`src/hw/rtl/text_console_char_writer_defines.svh`:
```
// assertion macros shared by the console writer modules
`ifndef TEXT_CONSOLE_CHAR_WRITER_DEFINES_SVH
`define TEXT_CONSOLE_CHAR_WRITER_DEFINES_SVH

// same-cycle implication, checked on every rising edge out of reset
`define TCW_ASSERT_IMP(label, ante, cons, msg) \
  label: assert property (@(posedge clk) disable iff (!rst_n) (ante) |-> (cons)) \
    else $error(msg);

// next-cycle implication
`define TCW_ASSERT_NXT(label, ante, cons, msg) \
  label: assert property (@(posedge clk) disable iff (!rst_n) (ante) |=> (cons)) \
    else $error(msg);

`endif

```
`src/hw/rtl/tcw_pkg.sv`:
```
package tcw_pkg;

  localparam int COLUMNS_DEF   = 80;
  localparam int ROWS_DEF      = 25;
  localparam int TAB_WIDTH_DEF = 8;

  localparam int OP_W     = 2;
  localparam int CHAR_W   = 8;
  localparam int IDX_W    = 11;
  localparam int POS_W    = 11;
  localparam int CELL_W   = 16;
  localparam int COLOR_W  = 4;
  localparam int CFG_IDX_W = 1;

  localparam logic [CFG_IDX_W-1:0] REG_BACK_COLOR  = 1'd0;
  localparam logic [CFG_IDX_W-1:0] REG_FRONT_COLOR = 1'd1;

  localparam logic [COLOR_W-1:0] BACK_COLOR_RST  = 4'd0;
  localparam logic [COLOR_W-1:0] FRONT_COLOR_RST = 4'd7;

  localparam logic [CHAR_W-1:0] CH_BS    = 8'h08;
  localparam logic [CHAR_W-1:0] CH_TAB   = 8'h09;
  localparam logic [CHAR_W-1:0] CH_LF    = 8'h0A;
  localparam logic [CHAR_W-1:0] CH_CR    = 8'h0D;
  localparam logic [CHAR_W-1:0] CH_SPACE = 8'h20;
  localparam logic [CHAR_W-1:0] CH_PRINT_LAST = 8'h7F;

  typedef enum logic [OP_W-1:0] {
    OP_PUT   = 2'd0,
    OP_READ  = 2'd1,
    OP_CLEAR = 2'd2
  } op_t;

  typedef enum logic [2:0] {
    ST_INIT,
    ST_IDLE,
    ST_DECODE,
    ST_PUT,
    ST_READ,
    ST_COPY,
    ST_FILL,
    ST_RESP
  } state_t;

  typedef enum logic [2:0] {
    MM_NONE,
    MM_PUT,
    MM_READ,
    MM_COPY,
    MM_FILL
  } mem_mode_t;

  typedef struct packed {
    logic      load;
    logic      put;
    logic      home;
    logic      cnt_zero;
    logic      cnt_row;
    logic      cnt_inc;
    mem_mode_t mem_mode;
    logic      fill_zero;
    logic      respond;
  } ctl_cmd_t;

  typedef struct packed {
    op_t  op;
    logic scroll_req;
    logic copy_end;
    logic fill_end;
  } dp_stat_t;

endpackage

```
`src/hw/rtl/tcw_ctrl.sv`:
```
`include "text_console_char_writer_defines.svh"

module tcw_ctrl
  import tcw_pkg::*;
(
  input  logic     clk,
  input  logic     rst_n,
  input  logic     start,
  output logic     busy,
  input  dp_stat_t stat,
  output ctl_cmd_t cmd
);

  state_t state_r, state_nxt;

  always_ff @(posedge clk) begin
    if (!rst_n) begin
      state_r <= ST_INIT;
    end else begin
      state_r <= state_nxt;
    end
  end

  always_comb begin
    state_nxt = state_r;
    unique case (state_r)
      ST_INIT: begin
        if (stat.fill_end) state_nxt = ST_IDLE;
      end
      ST_IDLE: begin
        if (start) state_nxt = ST_DECODE;
      end
      ST_DECODE: begin
        case (stat.op)
          OP_PUT:   state_nxt = ST_PUT;
          OP_READ:  state_nxt = ST_READ;
          OP_CLEAR: state_nxt = ST_FILL;
          default:  state_nxt = ST_RESP;
        endcase
      end
      ST_PUT: begin
        state_nxt = stat.scroll_req ? ST_COPY : ST_RESP;
      end
      ST_READ: begin
        state_nxt = ST_RESP;
      end
      ST_COPY: begin
        if (stat.copy_end) state_nxt = ST_FILL;
      end
      ST_FILL: begin
        if (stat.fill_end) state_nxt = ST_RESP;
      end
      ST_RESP: begin
        state_nxt = ST_IDLE;
      end
      default: state_nxt = ST_INIT;
    endcase
  end

  always_comb begin
    cmd  = '0;
    busy = 1'b1;
    unique case (state_r)
      ST_INIT: begin
        cmd.mem_mode  = MM_FILL;
        cmd.fill_zero = 1'b1;
        cmd.cnt_inc   = 1'b1;
      end
      ST_IDLE: begin
        busy         = 1'b0;
        cmd.load     = start;
        cmd.cnt_zero = 1'b1;
      end
      ST_DECODE: begin
        cmd.home = (stat.op == OP_CLEAR);
      end
      ST_PUT: begin
        cmd.mem_mode = MM_PUT;
        cmd.put      = 1'b1;
      end
      ST_READ: begin
        cmd.mem_mode = MM_READ;
      end
      ST_COPY: begin
        cmd.mem_mode = MM_COPY;
        // hand over to the last-row blanking once the final row is copied
        cmd.cnt_row  = stat.copy_end;
        cmd.cnt_inc  = !stat.copy_end;
      end
      ST_FILL: begin
        cmd.mem_mode = MM_FILL;
        cmd.cnt_inc  = 1'b1;
      end
      ST_RESP: begin
        cmd.respond = 1'b1;
      end
      default: begin
        cmd = '0;
      end
    endcase
  end

  `TCW_ASSERT_NXT(a_copy_to_fill, (state_r == ST_COPY) && stat.copy_end,
                  state_r == ST_FILL, "scroll copy did not hand over to row blanking")
  `TCW_ASSERT_NXT(a_put_no_scroll, (state_r == ST_PUT) && !stat.scroll_req,
                  state_r == ST_RESP, "put without scroll did not respond")
  `TCW_ASSERT_NXT(a_resp_idle, state_r == ST_RESP, !busy, "busy after response")

endmodule

```
`config.mk`:
```
export PLATFORM = sky130hd
export DESIGN_NAME = tcw_ctrl
export DESIGN_NICKNAME = d
export VERILOG_FILES = /design/src/hw/rtl/tcw_pkg.sv /design/src/hw/rtl/tcw_ctrl.sv
export VERILOG_INCLUDE_DIRS = /design/src /design/src/hw/rtl
export SDC_FILE = /design/constraint.sdc
export NUM_CORES = 1
export LEC_CHECK = 0
export BUFFER_PORTS_ARGS = -buffer_cell sky130_fd_sc_hd__buf_2
export CAP_MARGIN = 20
export CORE_AREA = 5 5 42 44
export CTS_CLUSTER_SIZE = 20
export DETAILED_ROUTE_END_ITERATION = 7
export DIE_AREA = 0 0 47 49
export GPL_ROUTABILITY_DRIVEN = 0
export GPL_TIMING_DRIVEN = 0
export MAX_ROUTING_LAYER = met4
export PLACE_DENSITY_LB_ADDON = 0.08
export SYNTH_ARGS = -nofsm -noshare
export SYNTH_HDL_FRONTEND = slang
export SYNTH_SLANG_ARGS = --single-unit
```
`constraint.sdc`:
```
create_clock -name clk -period 3.6 [get_ports clk]
set_clock_uncertainty 0.15 [all_clocks]
set_input_delay 0.54 -clock clk [delete_from_list [all_inputs] [get_ports clk]]
set_output_delay 0.54 -clock clk [all_outputs]
set_load 0.005 [all_outputs]
```
==> impl_metrics.json <==
{
  "grt.busiest_layer": "met2",
  "drv_cap": 0,
  "n_antenna_cell": 0,
  "die_area_sq_mm": 0.002303,
  "met3_usage": 0.02214,
  "drive_gt1_frac": 0.4375,
  "io_pins": 20,
  "grt_max_degree": 11,
  "finalSetupViolations": 0,
  "fin_crit_sh": 0.5760,
  "path_cells": "buf_2 -> nand2_1 -> o32ai_1 -> buf_2",
  "wirelength_microns": 853,
  "p_total_uw": 325.6,
  "syn_area_sq_um": 342.8,
  "ys_ff_latch": 3,
  "yosysTopAreaCell": "dfxtp_1",
  "r2r_end": "state_r[1]",
  "fillers": 154,
  "ys_warn_count": 0,
  "dp_hpwl_microns": 691.8,
  "finalHoldViolations": 0,
  "yosysSeqAreaShare": 0.1752,
  "synth_nets": 52,
  "slowest_stage": "dfxtp_1",
  "die_w_microns": 47,
  "cts_setup_buffers": 0,
  "clock-sinks": 3,
  "multiInputGateArea_sq_um": 256.5,
  "synthTopCellsByArea": "dfxtp_1 (18%), ha_1 (11%), o32ai_2 (4.7%)",
  "cp_data_required_time_ns": 2.91,
  "vias": 372,
  "synth_cells": 41,
  "routed_via_density": 4.650,
  "period_needed_ns": 2.073,
  "start_kind": "flop",
  "first_global_vias": 326,
  "crit_start": "state_r[0]",
  "ctsHtreeMaxLevel": 1,
  "cp_max_fo": 10,
  "largest_reg_flops": 3,
  "worstMarginPinSlew_ns": 0.3222,
  "initial_core_util": 0.2446,
  "rsz0062_at_grt": "false",
  "hold_path_class": "input port to flop",
  "clk_pin_slew_ns": 0.03,
  "grt_pass1_wl_microns": 1331,
  "rows": 14,
  "firstDrtPassIters": 4,
  "core_area_sq_mm": 0.001401,
  "avgSynthCellArea_sq_um": 8.362,
  "reg2reg_slack_ns": 2.22,
  "synthToLayoutAreaGrowth_pct": 41.24,
  "cts_buffer_depth": 2,
  "ys_types": 25,
  "path_class": "flop to output pin",
  "grtUsageMet1": 0.09890,
  "rr_startpoint": "state_r[2]",
  "cts_tree": "done",
  "max_stage_delay_ns": 0.45,
  "max_slew_margin": 0.7825,
  "drc": 0,
  "status": "complete, no violations",
  "clock_tree.root_cell": "clkbuf_4",
  "tns_ns": 0,
  "cpMostUsedCell": "buf_2",
  "worstRegToRegCells": 3,
  "power-per-cell-area_mw_per_mm2": 672.5,
  "ir_drop_v": 0.0002821,
  "die-height_microns": 49,
  "first_iter_violations": 2,
  "antenna_left": 0,
  "cts_resized": 0,
  "grt_usage": 0.07870,
  "fmax_mhz": 482.3,
  "antenna_found_initial": 0,
  "min_from": "rst_n",
  "regMostFlops": "state_r",
  "clk_latency_ns": 0.22,
  "reg_top3": "state_r: 3 flops",
  "nNetsFinal": 76,
  "cp-end-kind": "output pin",
  "layout.area.seq_sq_um": 60.06,
  "cts_hold_buffers": 0,
  "io_buffers": 19,
  "wl_per_cell_microns": 10.66,
  "numCtsBuffers": 3,
  "grtUsageMet2": 0.1109,
  "overflow": 0,
  "drv_slew": 0,
  "cp-endpoint": "cmd[5]",
  "arrival_ns": 1.38,
  "yosys.area.top_type_share": 0.1752,
  "p_leak_nw": 0.2501
}
where the power goes:
group | switching [mW] | internal, mW | total [mW]
Sequential | 0.0222 | 0.0464 | 0.0685
Combinational | 0.0978 | 0.103 | 0.201
Clock | 0.0148 | 0.0414 | 0.0561
cells in the final DEF (no fill, tap or decap), drive strengths merged, types with 2 or more instances in the layout:
cell type,instances
and2,2
and3,2
buf,22
clkbuf,4
dfxtp,3
ha,3
inv,3
nand2,2
nand2b,2
nor2,2
nor2b,2
nor3b,2
o21a,2
o32ai,2
worst min path at each step:
stage                      end  slack (ns)  depth (start not counted)
global route        state_r[2]        0.48                          2
global placement    state_r[0]        0.56                          3
detailed placement  state_r[0]        0.55                          3
floorplan           state_r[0]        0.49                          3
finish              state_r[1]        0.47                          3
CTS                 state_r[1]        0.46                          3
per-stage QoR:
stage / std cells / cell area [sq um] / worst slack, ns / hold WS (ns) / utilization
3_5_place_dp: 76 / 457.9 / 1.715 / 0.5469 / 0.3268
5_1_grt: 80 / 484.2 / 1.391 / 0.4750 / 0.3455
2_1_floorplan: 41 / 342.8 / 1.941 / 0.4866 / -
6_report: 80 / 484.2 / 1.527 / 0.4656 / 0.3455
4_1_cts: 80 / 484.2 / 1.524 / 0.4599 / 0.3455
3_3_place_gp: 76 / 457.9 / 1.739 / 0.5601 / 0.3268
kinds of logic after synthesis:
group                      synth area share
xor gates and xnor gates            0.04746
buffers and inverters               0.07663
adders and majority gates            0.1095
muxes                               0.06204
DFF                                  0.1752
and+or+nand+nor                      0.3248
AOI/OAI and AO/OA                    0.2044
layer usage:
layer | vias up | wire (microns)
li1 | 194 | -
met1 | 163 | 389
met2 | 13 | 377
met3 | 2 | 79
met4 | 0 | 6
met5 | - | 0
final cells by class:
class,instances,area share
Timing Repair Buffer,19,0.1964
Multi-Input combinational cell,32,0.5297
Sequential cell,3,0.1240
Buffer,3,0.03101
Inverter,3,0.02326
Clock buffer,4,0.05426
Tap cell,16,0.04134
cell usage after synthesis:
cell type,number
buf_2,3
dfxtp_1,3
ha_1,3
inv_1,3
and2_1,2
and3_1,2
nand2_1,2
nand2b_1,2
nor2_1,2
nor2b_1,2
nor3b_1,2
o21a_1,2
a21oi_1,1
and3b_1,1
mux2_2,1
mux2i_1,1
nand3b_1,1
nor3_1,1
nor4bb_1,1
o211ai_1,1
o311ai_0,1
o31a_1,1
o32ai_1,1
o32ai_2,1
xor2_2,1
worst max-delay path: cells and delay by family (launching register included):
kind                   cells  cell delay, ns
DFF                        1            0.45
buffers and inverters      2            0.41
AOI/OAI and AO/OA          1            0.22
and+or+nand+nor            1            0.09
(Power assumes the default switching activity.)
